`config.mk`:
```
export PLATFORM = sky130hd
export DESIGN_NAME = mmq_ctrl
export DESIGN_NICKNAME = d
export VERILOG_FILES = /design/src/design/mmq_pkg.sv /design/src/design/mmq_ctrl.sv
export SDC_FILE = /design/constraint.sdc
export NUM_CORES = 1
export LEC_CHECK = 0
export ABC_AREA = 1
export BUFFER_PORTS_ARGS = -buffer_cell sky130_fd_sc_hd__buf_2
export CAP_MARGIN = 10
export CORE_AREA = 2 2 39 41
export CTS_BUF_LIST = sky130_fd_sc_hd__clkbuf_8
export CTS_CLUSTER_DIAMETER = 50
export DETAILED_ROUTE_END_ITERATION = 7
export DIE_AREA = 0 0 41 43
export PLACE_DENSITY = 0.86
export SYNTH_ARGS = -nofsm -noshare
export SYNTH_HDL_FRONTEND = slang
export SYNTH_SLANG_ARGS = --single-unit
```
`constraint.sdc`:
```
create_clock -name clock -period 2.86 [get_ports clock]
set_input_delay 0.143 -clock clock [delete_from_list [all_inputs] [get_ports clock]]
set_output_delay 0.143 -clock clock [all_outputs]
set_load 0.005 [all_outputs]
```
`src/design/mmq_pkg.sv`:
```
`default_nettype none

package mmq_pkg;

   localparam int MAILBOXES  = 8;
   localparam int POOL_SIZE  = 64;
   localparam int WORD_WIDTH = 32;
   localparam int MBX_W      = $clog2(MAILBOXES);
   localparam int MBX_PTR_W  = $clog2(MAILBOXES + 1);
   localparam int IDX_W      = $clog2(POOL_SIZE);
   localparam int PTR_W      = $clog2(POOL_SIZE + 1);
   localparam int CNT_W      = 7;
   localparam int OWNER_W    = 4;
   localparam int MISSED_W   = 16;
   localparam int POLICY_W   = 2;
   localparam int ACTION_W   = 3;
   localparam int STATUS_W   = 3;

   localparam logic [PTR_W-1:0]     NIL_MSG       = PTR_W'(POOL_SIZE);
   localparam logic [MBX_PTR_W-1:0] NIL_MBX       = MBX_PTR_W'(MAILBOXES);
   localparam logic [CNT_W-1:0]     DEFAULT_LIMIT = CNT_W'(8);
   localparam logic [CNT_W-1:0]     POOL_LIMIT    = CNT_W'(POOL_SIZE);

   typedef enum logic [ACTION_W-1:0] {
      ACT_SEND  = 3'd0,
      ACT_RECV  = 3'd1,
      ACT_PEEK  = 3'd2,
      ACT_SETPOL = 3'd3,
      ACT_ALLOC = 3'd4,
      ACT_FREE  = 3'd5
   } action_type;

   typedef enum logic [STATUS_W-1:0] {
      ST_OK         = 3'd0,
      ST_ARG        = 3'd1,
      ST_NOT_ALLOC  = 3'd2,
      ST_POOL_EMPTY = 3'd3,
      ST_QUEUE_FULL = 3'd4,
      ST_NO_MSG     = 3'd5,
      ST_NOT_OWNER  = 3'd6,
      ST_NO_MBX     = 3'd7
   } status_type;

   typedef enum logic [POLICY_W-1:0] {
      POL_UNLIMITED = 2'd0,
      POL_NEWEST    = 2'd1,
      POL_OLDEST    = 2'd2
   } policy_type;

   typedef enum logic [3:0] {
      CMD_NONE,
      CMD_LOAD,
      CMD_CHECK,
      CMD_TAKE,
      CMD_LINK,
      CMD_RD_HEAD,
      CMD_POP,
      CMD_POP_DROP,
      CMD_WALK_INIT,
      CMD_WALK_STEP,
      CMD_CUT,
      CMD_REL_TAIL,
      CMD_RX_DATA,
      CMD_FREE_DONE,
      CMD_EMIT
   } dp_cmd_type;

   typedef struct packed {
      logic                early_bad;
      logic [ACTION_W-1:0] action;
      logic                newest;
      logic                oldest;
      logic                reject;
      logic                over;
      logic                count_le1;
      logic                count_zero;
      logic                walk_hit;
      logic                out_busy;
   } dp_status_type;

   typedef struct packed {
      logic [ACTION_W-1:0]          action;
      logic [MBX_W-1:0]             mailbox;
      logic [OWNER_W-1:0]           requester;
      logic signed [WORD_WIDTH-1:0] word_a;
      logic signed [WORD_WIDTH-1:0] word_b;
      logic signed [WORD_WIDTH-1:0] word_c;
      logic [POLICY_W-1:0]          new_policy;
      logic [CNT_W-1:0]             new_limit;
   } req_payload_type;

   typedef struct packed {
      logic [STATUS_W-1:0]          status;
      logic signed [WORD_WIDTH-1:0] out_word_a;
      logic signed [WORD_WIDTH-1:0] out_word_b;
      logic signed [WORD_WIDTH-1:0] out_word_c;
      logic [MBX_W-1:0]             granted_mailbox;
      logic [CNT_W-1:0]             queued_count;
   } rsp_payload_type;

endpackage

`default_nettype wire

```
`src/design/mmq_ctrl.sv`:
```
`default_nettype none

module mmq_ctrl (
   input  logic                   clock,
   input  logic                   reset,
   input  logic                   req_valid,
   output logic                   req_ready,
   input  mmq_pkg::dp_status_type dp_status,
   output mmq_pkg::dp_cmd_type    cmd
);
   import mmq_pkg::*;

   typedef enum logic [3:0] {
      S_IDLE,
      S_CHECK,
      S_TAKE,
      S_LINK,
      S_NEW_CHK,
      S_OLD_CHK,
      S_POP_RD,
      S_POP,
      S_WALK_CMP,
      S_REL_TAIL,
      S_RX_DATA,
      S_FREE_CHK,
      S_FINISH
   } state_type;

   typedef enum logic [1:0] {
      MODE_NEWEST,
      MODE_OLDEST,
      MODE_FREE
   } mode_type;

   state_type state_ff, state_in;
   mode_type  mode_ff, mode_in;

   assign req_ready = (state_ff == S_IDLE);

   always_comb begin
      state_in = state_ff;
      mode_in  = mode_ff;
      cmd      = CMD_NONE;
      unique case (state_ff)
         S_IDLE: begin
            if (req_valid) begin
               cmd      = CMD_LOAD;
               state_in = S_CHECK;
            end
         end
         S_CHECK: begin
            cmd = CMD_CHECK;
            if (dp_status.early_bad || dp_status.action == ACT_ALLOC
                || dp_status.action == ACT_SETPOL) begin
               state_in = S_FINISH;
            end else if (dp_status.action == ACT_SEND) begin
               state_in = S_TAKE;
            end else if (dp_status.action == ACT_RECV || dp_status.action == ACT_PEEK) begin
               state_in = S_RX_DATA;
            end else begin
               state_in = S_FREE_CHK;
            end
         end
         S_TAKE: begin
            cmd      = CMD_TAKE;
            state_in = dp_status.reject ? S_OLD_CHK : S_LINK;
         end
         S_LINK: begin
            cmd = CMD_LINK;
            if (dp_status.newest) state_in = S_NEW_CHK;
            else if (dp_status.oldest) state_in = S_OLD_CHK;
            else state_in = S_FINISH;
         end
         S_NEW_CHK: begin
            if (dp_status.over) begin
               mode_in  = MODE_NEWEST;
               state_in = S_POP_RD;
            end else begin
               state_in = S_FINISH;
            end
         end
         S_OLD_CHK: begin
            if (!dp_status.over) begin
               state_in = S_FINISH;
            end else if (dp_status.count_le1) begin
               mode_in  = MODE_OLDEST;
               state_in = S_POP_RD;
            end else begin
               cmd      = CMD_WALK_INIT;
               state_in = S_WALK_CMP;
            end
         end
         S_POP_RD: begin
            cmd      = CMD_RD_HEAD;
            state_in = S_POP;
         end
         S_POP: begin
            cmd = (mode_ff == MODE_FREE) ? CMD_POP : CMD_POP_DROP;
            unique case (mode_ff)
               MODE_NEWEST: state_in = S_NEW_CHK;
               MODE_OLDEST: state_in = S_OLD_CHK;
               default:     state_in = S_FREE_CHK;
            endcase
         end
         S_WALK_CMP: begin
            if (dp_status.walk_hit) begin
               cmd      = CMD_CUT;
               state_in = S_REL_TAIL;
            end else begin
               cmd = CMD_WALK_STEP;
            end
         end
         S_REL_TAIL: begin
            cmd      = CMD_REL_TAIL;
            state_in = S_OLD_CHK;
         end
         S_RX_DATA: begin
            cmd      = CMD_RX_DATA;
            state_in = S_FINISH;
         end
         S_FREE_CHK: begin
            if (dp_status.count_zero) begin
               cmd      = CMD_FREE_DONE;
               state_in = S_FINISH;
            end else begin
               mode_in  = MODE_FREE;
               state_in = S_POP_RD;
            end
         end
         S_FINISH: begin
            if (!dp_status.out_busy) begin
               cmd      = CMD_EMIT;
               state_in = S_IDLE;
            end
         end
         default: state_in = S_IDLE;
      endcase
   end

   always_ff @(posedge clock) begin
      if (reset) begin
         state_ff <= S_IDLE;
         mode_ff  <= MODE_NEWEST;
      end else begin
         state_ff <= state_in;
         mode_ff  <= mode_in;
      end
   end

endmodule

`default_nettype wire

```
==> results of run 1 <==
-- metrics by stage --
step | utilization, % | hold slack, ns | power [W]
3_3_place_gp | 56.4 | 0.381 | 0.000446
3_5_place_dp | 56.4 | 0.375 | 0.000454
4_1_cts | 59.4 | 0.142 | 0.000583
2_1_floorplan | - | 0.205 | 0.000354
6_report | 59.4 | 0.148 | 0.000583
5_1_grt | 59.4 | 0.149 | 0.000637
-- registers in the layout (all words and copies together) (netlist names) --
signal,cells
state_ff,4
mode_ff,2
-- cell usage after synthesis, drive strengths merged --
cell type	count	share of area (%)
nor3	2	1.5
a31oi	1	0.94
inv	22	12
a21oi	4	3.6
nor2	23	18
nand2	39	23
o211ai	1	1.1
nand3	10	7.5
nand4	7	6.6
a211oi	1	1.1
and3	1	0.94
o21ai	7	5.3
dfxtp	6	18
-- final cells by class --
| class | count | area, um^2 | share of cell area [%] |
|---|---|---|---|
| Sequential cell | 6 | 120 | 14.6 |
| Inverter | 22 | 82.6 | 10.0 |
| Tap cell | 16 | 20.0 | 2.44 |
| Clock buffer | 3 | 41.3 | 5.02 |
| Multi-Input combinational cell | 96 | 463 | 56.3 |
| Timing Repair Buffer | 19 | 95.1 | 11.6 |
-- path summary, 6_finish.rpt --
| check | startpoint | endpoint | slack, ns |
|---|---|---|---|
| setup reg to reg | state_ff[1] | state_ff[3] | 1.46 |
| hold reg to reg | mode_ff[0] | mode_ff[0] | 0.49 |
| setup / recovery | state_ff[1] | cmd[0] | 1.15 |
| hold / removal | reset | state_ff[3] | 0.15 |
-- power groups by stage --
stage               logic [W]  clock network, W  registers [W]
floorplan            0.000228                 0       0.000127
global placement     0.000316                 0       0.000131
detailed placement   0.000321                 0       0.000133
CTS                  0.000322          0.000130       0.000132
global route         0.000366          0.000133       0.000137
finish               0.000324          0.000126       0.000132
-- placed cells by master, fill, tap and decap left out, types with 3 or more instances in the layout --
cell type and instances:
inv_1 19, o21ai_0 4, nand4_1 7, nor2_4 4, buf_2 19, nor2_1 17, inv_2 3, dfxtp_1 6
a21oi_1 3, nand2_1 37, clkbuf_8 3, o21ai_1 3, nand3_1 10
-- cells by family after synthesis --
logic type | Yosys count | synth area share, %
buffers and inverters | 22 | 12.4
DFF | 6 | 18.0
and+or+nand+nor | 82 | 57.5
AOI/OAI and AO/OA | 14 | 12.0
-- per-layer routing --
| layer | part of all wire [%] | wire length (um) | up-vias | GRT usage, % |
|---|---|---|---|---|
| met5 | 0 | 0 | - | 0 |
| met4 | 3.5 | 64 | 0 | 20.7 |
| met3 | 7.4 | 134 | 8 | 5.24 |
| met2 | 47 | 841 | 34 | 37.8 |
| met1 | 42 | 765 | 367 | 29.2 |
| li1 | - | - | 446 | - |
==> results summary, run 1 <==
The HPWL reported at the end of detailed placement is about 1500 um. The count of pins over their slew limit came out at 0. After layout, the worst setup slack is 1.15 ns. The run finished with clean final reports. Once placement finished, the instance area stood at a little under 800 um^2. The total number of clock tree sinks is 6.

The netlist area before placement is 666 um^2. The number of buffers inserted to repair setup after CTS came out at 0. The clock latency at the later pin of the worst-skew pair is 0.22 ns. The first-iteration detailed-routing DRC count came out at 13. The final total negative setup slack came out at 0 ns. The overall routed net length is 1810 um. The post-detailed-route via-to-cell ratio came out at approximately 5.3. Counting tap cells, the placed design contains a total of 159 instances.

The part of the power in combinational logic came out at around 56%. The biggest fanout along the worst timing path is 7. The depth of the worst hold-timing path came out at 2. Detailed routing inserted a total of 855 vias.

The total inserted antenna cells is 0. The minimum period implied by the final worst setup slack is about 1.7 ns. The analysis attributes to cell leakage a power of 0.452 nW. The number of gates resized after CTS came out at 0.

The die span in y came out at 43 um. The via count of the first global-routing pass is 770. The clock-pin slew reported for the worst setup and hold paths after clock tree synthesis is 0.04 ns. Of the total power, the share spent switching nets is 46.4%. TritonCTS built the clock tree. The switching power came out at between 0.0002 and 0.0003 W. The root buffer cell chosen for the clock tree is clkbuf_8. The clock share of power came out at 21.6%. Entering global routing, the biggest net connects 8 pins. The final global-route overflow total is 0. The worst stage delay on the critical path is 0.36 ns.

The number of routed nets with antenna violations came out at 0. The portion of the post-synthesis area used by sequential elements is between 15 and 20%. The worst-case headroom to the max-slew limit came out at between 70% and 80%. In the synthesized netlist, the number of instances is 124. The class of the most critical hold timing path is in2reg.

The initial antenna violation count came out at 0. Excluding fillers, the count of instances in the completed layout stands at approximately 160. The kind of capture point of the worst setup path is an output pin. The first global-routing pass estimated 2990 um of wire.

The post-synthesis cell type count came out at 19. The iteration count of the initial detailed-routing pass is 4. The core outline area came out at 1380 um^2. In this run the number of cells on the critical path is 7. The type of the worst setup path is reg2out. For the pin with the worst max-slew slack, the measured transition is 0.415 ns.

The number of endpoints failing setup at the final stage is 0. In this design, the critical path's most frequently occurring cell is nor2_1. The number of nets in the layout is between 150 and 200. The die footprint came out at ~1800 um^2. The post-route DRC violation count is 0. The cell family contributing the most delay on the critical path is simple AND/OR/NAND/NOR gates. The startpoint type of the worst setup path is a flop. The number of fillers in the final layout came out at 140. The hold violation count in the final report is 0.

The arrival time of the worst setup path came out at 1.57 ns. Across the run, the number of max-cap violations was 0. The number of input and output port buffers inserted is 19.

The congestion estimate from routability-driven global placement came to 0.931. The number of H-tree branching levels came out at 1. The setup clock skew after layout came out at 0.000677 ns. On the critical path, the stage with the largest delay is an instance of nor2_1. Buffers inserted to repair hold after CTS numbered 0. The number of core rows is 14. Setup repair after global routing left no endpoint under its margin. The required time of the worst setup path came out at 2.72 ns. The net count of the mapped netlist came out at 139.

The worst register-to-register path has a depth of 8. The internal cell power is approximately 0.00031 W. The flip-flop and latch count after synthesis is 6. The CTS buffer count is 3. Derived from the worst setup path, the maximum achievable clock frequency is 584 MHz. Relative to the synthesized area, the layout overhead comes to 23.5%. The average wire per cell in the routed design is 11.1 um. Measured along the x axis, the die boundary spans 41 um.

Yosys printed 0 warnings. The critical path goes through nor2_1 -> inv_1 -> nor2_1 -> nand2_1 -> and3_1 -> nand4_1 -> buf_2. The mean area per synthesized cell is 5.37 um^2. The buffers plus inverters on the worst setup path is 2.

The worst-case IR drop observed on VDD is 0.382 mV. The top-level port count is 20. The total power density per cell area is a little over 700 nW/um^2. The worst setup timing slack at the placement stage came out at around 1.4 ns. The cell area after layout came out at 822 um^2. Once the floorplan was initialized, standard cells occupied about half of the core. The portion of the clock cycle consumed by the worst path in the final layout came out at approximately three fifths.

No sink is reached through more buffers than the 2 on the longest clock path. The sequential power share came out at 22.7%. The post-route netlist has 23.3% of its cells at a drive strength greater than 1. Global routing consumed, over all layers together, 25.4% of the routing resources.
(Power assumes the default switching activity.)
==> inputs of run 2 (changes only) <==
--- a/config.mk
+++ b/config.mk
@@ -8,12 +8,11 @@
 export ABC_AREA = 1
 export BUFFER_PORTS_ARGS = -buffer_cell sky130_fd_sc_hd__buf_2
 export CAP_MARGIN = 10
-export CORE_AREA = 2 2 39 41
+export CORE_UTILIZATION = 47
 export CTS_BUF_LIST = sky130_fd_sc_hd__clkbuf_8
 export CTS_CLUSTER_DIAMETER = 50
 export DETAILED_ROUTE_END_ITERATION = 7
-export DIE_AREA = 0 0 41 43
-export PLACE_DENSITY = 0.86
+export PLACE_DENSITY = 0.85
 export SYNTH_ARGS = -nofsm -noshare
 export SYNTH_HDL_FRONTEND = slang
 export SYNTH_SLANG_ARGS = --single-unit
==> constraint.sdc (replaced) <==
create_clock -name clock -period 1.5 [get_ports clock]
set_input_delay 0.075 -clock clock [delete_from_list [all_inputs] [get_ports clock]]
set_output_delay 0.075 -clock clock [all_outputs]
set_load 0.005 [all_outputs]
==> results summary, run 2 (synthesis gave the netlist of run 1 again) <==
The final design utilization is 67.8% (+8.4 points). The global-route wire length before repair came out at 3010 um (+0.47%). The transition time at the pin with the least slew margin was 0.289 ns (-0.126 ns).

The share of layout cells above drive strength 1 is 32.9% (+9.6 points). The x dimension of the die came out at 39.6 um (-3.3%). The number of nets in the layout came to 166 (+1.8%). The peak clock frequency supported by timing is 675 MHz.

Counting I/O delays and the setup requirement, the final critical path takes 1.48 ns. TritonCTS built the clock tree. The arrival time of the worst setup path is 1.41 ns (-0.16 ns). The worst-case headroom to the max-slew limit came out at 80.5% (+8.3 points). The worst hold path belongs to the class in2reg. The type of the worst setup path is reg2out. The routability congestion estimate came out at 0.975 (+4.7%). The final total negative setup slack is 0 ns (unchanged).

The aggregate global-route resource usage is 28.6% (+3.2 points). The register with the most flip-flops in the final layout is state_ff. The core outline area is 1300 um^2 (-6.0%).

The cell area after layout is 882 um^2 (+7.3%). The iteration count of the initial detailed-routing pass is 4 (unchanged). The hold violation count in the final report came out at 0 (unchanged). Setup repair after global routing left no endpoint under its margin. The sum of met3 wire segment lengths after detailed routing is 184 um (+37%).

The number of fillers in the final layout came to 117 (-16%). The setup clock skew after layout came to 0.000774 ns (+0.0000970 ns). The number of core rows is 13 (-1). The layout overhead on the synthesized area is 32.5%. The post-detailed-route via-to-cell ratio is 5.63 (+6.8%).

Clock tree synthesis selected as its root buffer the cell clkbuf_8. The number of cells in the design after placement came out at 160 (+0.63%). The flow ran to the end, and the final reports show no timing, DRC or antenna violations.

The final global-route overflow total is 0 (unchanged). The initial antenna violation count came to 0 (unchanged). The number of buffers on the longest clock path is 2 (unchanged).

The number of input and output port buffers inserted came out at 19 (unchanged). The portion of the clock cycle consumed by the worst path in the final layout came out at 98.7%. The non-filler instance count after layout came out at 164 (+1.2%). The leakage power figure came out at 0.474 nW (+4.8%). The HPWL reported at the end of detailed placement came out at 1590 um (+4.5%). The via count of the first global-routing pass is 749 (-2.7%). The total number of clock tree sinks is 6 (unchanged).

Signal routing reaches up to met4. The library cell used most frequently in the layout, excluding fill and tap cells, is nand2_1. The largest registers in the layout are state_ff (4), mode_ff (2). The biggest fanout along the worst timing path is 5 (-2). The average wire per cell in the routed design is 12.9 um (+16%).

The maximum number of pins on one net before global-route repair came out at 7 (-1). The total number of vias came out at 924 (+8.1%). The library cells used most frequently in the layout, excluding fill and tap cells, are 36 x nand2_1, 19 x buf_2, 18 x inv_1. The overall routed net length came out at 2110 um (+17%). The total power density per cell area came out at 1390 nW/um^2 (+96%).

The number of routed nets with antenna violations came to 0 (unchanged). The number of flip-flops under the largest register name was 4 (unchanged). STA classifies the critical path startpoint as a flop. The worst setup path is captured at an output pin. The starting utilization of the core area is 51.2% (+3.1 points). The required time of the worst setup path came out at 1.42 ns (-1.30 ns). The clock-pin slew reported for the worst setup and hold paths after clock tree synthesis is 0.04 ns (about the same). The top-level port count came out at 20 (unchanged).

The post-route DRC violation count was 0 (unchanged). The detailed-routing wirelength on met1 came out at 831 um (+8.6%). The CTS buffer count came out at 3 (unchanged).

The number of max-capacitance violations reported came out at 0 (unchanged). The count of pins over their slew limit was 0 (unchanged). The die footprint came to 1570 um^2 (-11%).

The first-iteration detailed-routing DRC count is 61 (+48). The number of H-tree branching levels is 1 (unchanged). The clock latency at the later pin of the worst-skew pair came out at 0.22 ns (about the same). The number of endpoints failing setup at the final stage came out at 0 (unchanged). The worst voltage drop across the vdd grid came out at 0.891 mV (+130%).

The area of placed instances is 795 um^2 (+1.8%). The total inserted antenna cells is 0 (unchanged). The die span in y is 39.6 um (-7.8%). The total met2 wirelength after detailed routing came out at 1020 um (+21%). The number of buffers added to fix hold violations after cts came out at 0 (unchanged).
## run 2: cell types whose count changed in the layout (fill, tap and decap cells not counted), sizes merged
cell	delta
buf	+3
## run 2: layout make-up
| cell class | instances | area, um^2 | share of cell area, % |
|---|---|---|---|
| Inverter | 22 | 82.6 | 9.36 |
| Timing Repair Buffer | 22 | 118 | 13.3 |
| Multi-Input combinational cell | 96 | 492 | 55.7 |
| Sequential cell | 6 | 130 | 14.8 |
| Tap cell | 15 | 18.8 | 2.13 |
| Clock buffer | 3 | 41.3 | 4.68 |
## run 2: timing repair
item	4_1_cts	5_1_grt
gates resized for setup	4	12
setup buffers	0	1
setup endpoints to repair	3	4
hold endpoints to repair	0	0
cloned	0	0
pin swaps	0	1
## run 2: path summary, 6_finish.rpt
kind                    start          end  slack, ns  depth (start not counted)
hold reg to reg    mode_ff[0]   mode_ff[0]       0.52                          2
setup / recovery  state_ff[1]       cmd[1]       0.02                          6
hold / removal          reset  state_ff[3]       0.09                          2
setup reg to reg  state_ff[3]  state_ff[3]       0.14                         10
## run 2: critical path, cell delays in order, from the launching register on
cell and delay, ns:
dfxtp_2 0.39, inv_2 0.08, nand2_1 0.14, nor2_4 0.07
nor3_1 0.26, nand3_1 0.10, buf_2 0.15
## run 2: metrics by stage
| stage | power [W] | hold WS (ns) | setup WS, ns |
|---|---|---|---|
| after CTS | 0.00116 | 0.0883 | 0.0175 |
| after global routing | 0.00131 | 0.107 | 0.00865 |
| after floorplan | 0.000675 | 0.137 | 0.319 |
| after global placement | 0.000895 | 0.315 | 0.147 |
| after detailed placement | 0.000901 | 0.326 | 0.126 |
| final | 0.00122 | 0.0928 | 0.0190 |
## run 2: where the power goes
group          internal [W]  switching (W)  leakage [nW]
clock              0.000172      0.0000674        0.0216
combinational      0.000272       0.000434         0.401
sequential         0.000203      0.0000743        0.0511
## run 2: per-layer routing
metal	up-vias	track usage, %
met5	-	0
met4	0	17.2
met3	10	6.25
met2	57	43.0
met1	411	36.5
li1	446	-
==> inputs of run 3 (changes only) <==
--- a/config.mk
+++ b/config.mk
@@ -6,13 +6,15 @@
 export NUM_CORES = 1
 export LEC_CHECK = 0
 export ABC_AREA = 1
-export BUFFER_PORTS_ARGS = -buffer_cell sky130_fd_sc_hd__buf_2
 export CAP_MARGIN = 10
-export CORE_UTILIZATION = 47
+export CORE_AREA = 2 2 39 41
 export CTS_BUF_LIST = sky130_fd_sc_hd__clkbuf_8
 export CTS_CLUSTER_DIAMETER = 50
 export DETAILED_ROUTE_END_ITERATION = 7
-export PLACE_DENSITY = 0.85
+export DIE_AREA = 0 0 41 43
+export DONT_BUFFER_PORTS = 1
+export PLACE_DENSITY = 0.75
+export REMOVE_ABC_BUFFERS = 1
 export SYNTH_ARGS = -nofsm -noshare
 export SYNTH_HDL_FRONTEND = slang
 export SYNTH_SLANG_ARGS = --single-unit
==> results summary, run 3 (synthesis gave the netlist of run 1 again) <==
The clock latency at the later pin of the worst-skew pair came out at 0.22 ns (about the same). The class of the most critical hold timing path is in2reg. The leakage power figure came to 0.382 nW (-19%). The final total negative setup slack is 0 ns (unchanged). The via count of the first global-routing pass is 713 (-4.8%). The routability congestion estimate is 0.998 (+2.4%). The total number of vias is 803 (-13%). The total inserted antenna cells is 0 (unchanged). The required time of the worst setup path came out at 1.42 ns (about the same). The share of layout cells above drive strength 1 is 16.4% (-16 points). The portion of the clock cycle consumed by the worst path in the final layout is 94.5% (-4.3 points).

The number of routed nets with antenna violations came to 0 (unchanged). The clock-pin slew reported for the worst setup and hold paths after clock tree synthesis came to 0.04 ns (about the same). The worst voltage drop across the vdd grid came to 0.880 mV (-1.3%).

The iteration count of the initial detailed-routing pass came out at 4 (unchanged). The number of buffers on the longest clock path is 2 (unchanged). The number of buffers inserted to repair setup after CTS was 0 (unchanged). The hold violation count in the final report is 0 (unchanged). The CTS buffer count is 3 (unchanged).

The kind of capture point of the worst setup path is an output pin. The register containing the most flip-flops in the final layout is state_ff. The post-detailed-route via-to-cell ratio came out at 5.58 (-1.0%). The core outline area came out at 1380 um^2 (+6.3%). The number of H-tree branching levels came out at 1 (unchanged).

The aggregate global-route resource usage is 23.3% (-5.3 points). The count of pins over their slew limit is 0 (unchanged). The peak clock frequency supported by timing is 706 MHz (+4.5%). The x dimension of the die is 41 um (+3.4%). The worst-case headroom to the max-slew limit is 79.6% (-0.93 points).

The overall routed net length was 1750 um (-17%). The first-iteration detailed-routing DRC count is 29 (-52%). The layout overhead on the synthesized area came out at 13.0%. The average wire per cell in the routed design came out at 12.1 um (-5.9%).

The post-route DRC violation count is 0 (unchanged). In the final layout, the registers with the most flip-flops are state_ff (4), mode_ff (2). The number of flip-flops under the largest register name is 4 (unchanged). The setup clock skew after layout came to 0.000684 ns (-0.0000904 ns).

The number of core rows is 14 (+1). The number of max-capacitance violations reported is 0 (unchanged). The worst hold margin came out at 0.0809 ns (-0.0119 ns).

The slack of the worst reg-to-reg path came to 0.24 ns (+0.10 ns). The critical path is of the reg2out type. The total power density per cell area came out at 1410 nW/um^2 (+1.5%). The HPWL reported at the end of detailed placement is 1420 um (-11%).

The CTS tree is built. The number of endpoints failing setup at the final stage is 0 (unchanged). The maximum number of pins on one net before global-route repair is 8 (+1). The top-level port count came out at 20 (unchanged).

Setup repair after global routing left no endpoint under its margin. The die footprint came to 1760 um^2 (+12%). The cell sitting at the root of the clock tree is a clkbuf_8. The initial antenna violation count came to 0 (unchanged). The total number of clock tree sinks came to 6 (unchanged). The flow ran to the end, and the final reports show no timing, DRC or antenna violations. The transition time at the pin with the least slew margin came out at 0.303 ns (+0.0138 ns). The arrival time of the worst setup path is 1.34 ns (-0.07 ns). The number of fillers in the final layout came out at 143 (+22%). Leaving out fill and tap cells, the most frequent cells in the layout are 36 x nand2_1, 19 x inv_1, 16 x nor2_1. The biggest fanout along the worst timing path was 6 (+1). The number of nets in the layout came out at 145 (-13%). The starting utilization of the core area is 48.1% (-3.1 points).

The die span in y was 43 um (+8.5%). STA classifies the critical path startpoint as a flop. The minimum period implied by the final worst setup slack is 1.42 ns (-0.0639 ns). The global-route wire length before repair came out at 2800 um (-6.9%). The final global-route overflow total is 0 (unchanged).

The number of input and output port buffers inserted came out at 0 (-19). Leaving out fill and tap cells, the most frequent cell in the layout is nand2_1.
-- run 3: repair_timing --
action | 4_1_cts | 5_1_grt
hold endpoints to repair | 6 | 0
endpoints found under the setup margin | 1 | 4
resized for setup | 1 | 6
hold buffers | 1 | 0
-- run 3: final cells by class --
type	count	area, um^2	share of cell area, %
timing repair buffer	1	10.0	1.33
multi-input combinational	96	473	62.9
inverter	22	82.6	11.0
clock buffer	3	41.3	5.49
tap	16	20.0	2.66
sequential	6	125	16.6
-- run 3: worst paths after layout --
path                            cells past startpoint     endpoint         start
worst max register to register                      7  state_ff[1]   state_ff[1]
worst min register to register                      2   mode_ff[0]    mode_ff[0]
worst min-delay path                                3   mode_ff[1]  dp_status[2]
worst max-delay path                                6       cmd[2]   state_ff[1]
-- run 3: per-layer routing --
metal  routed length (um)  track usage, %  vias to the layer above
li1                     -               -                      406
met1                  722            28.8                      353
met2                  821            34.7                       36
met3                  136            3.66                        8
met4                   65            16.7                        0
met5                    0               0                        -
-- run 3: per-stage QoR --
step,instances,instance area [um^2],worst slack [ns],util (%),power [W]
detailed placement,140,686,0.139,49.5,0.000778
CTS,144,739,0.0225,53.4,0.00104
finish,144,752,0.0830,54.3,0.00106
global route,144,752,0.0249,54.3,0.00116
floorplan,124,666,0.319,-,0.000675
global placement,140,686,0.152,49.5,0.000777
-- run 3: power breakdown --
| group | leakage [nW] | switching [W] | internal [W] |
|---|---|---|---|
| Clock | 0.0216 | 0.0000658 | 0.000172 |
| Sequential | 0.0505 | 0.0000731 | 0.000200 |
| Combinational | 0.310 | 0.000360 | 0.000187 |
-- run 3: critical path, cell delays in order, from the launching register on --
cell and delay [ns]:
dfxtp_2 0.35, inv_1 0.10, nor2_1 0.06, nand2_1 0.14, o21ai_1 0.13, a211oi_1 0.21
nand3_1 0.13
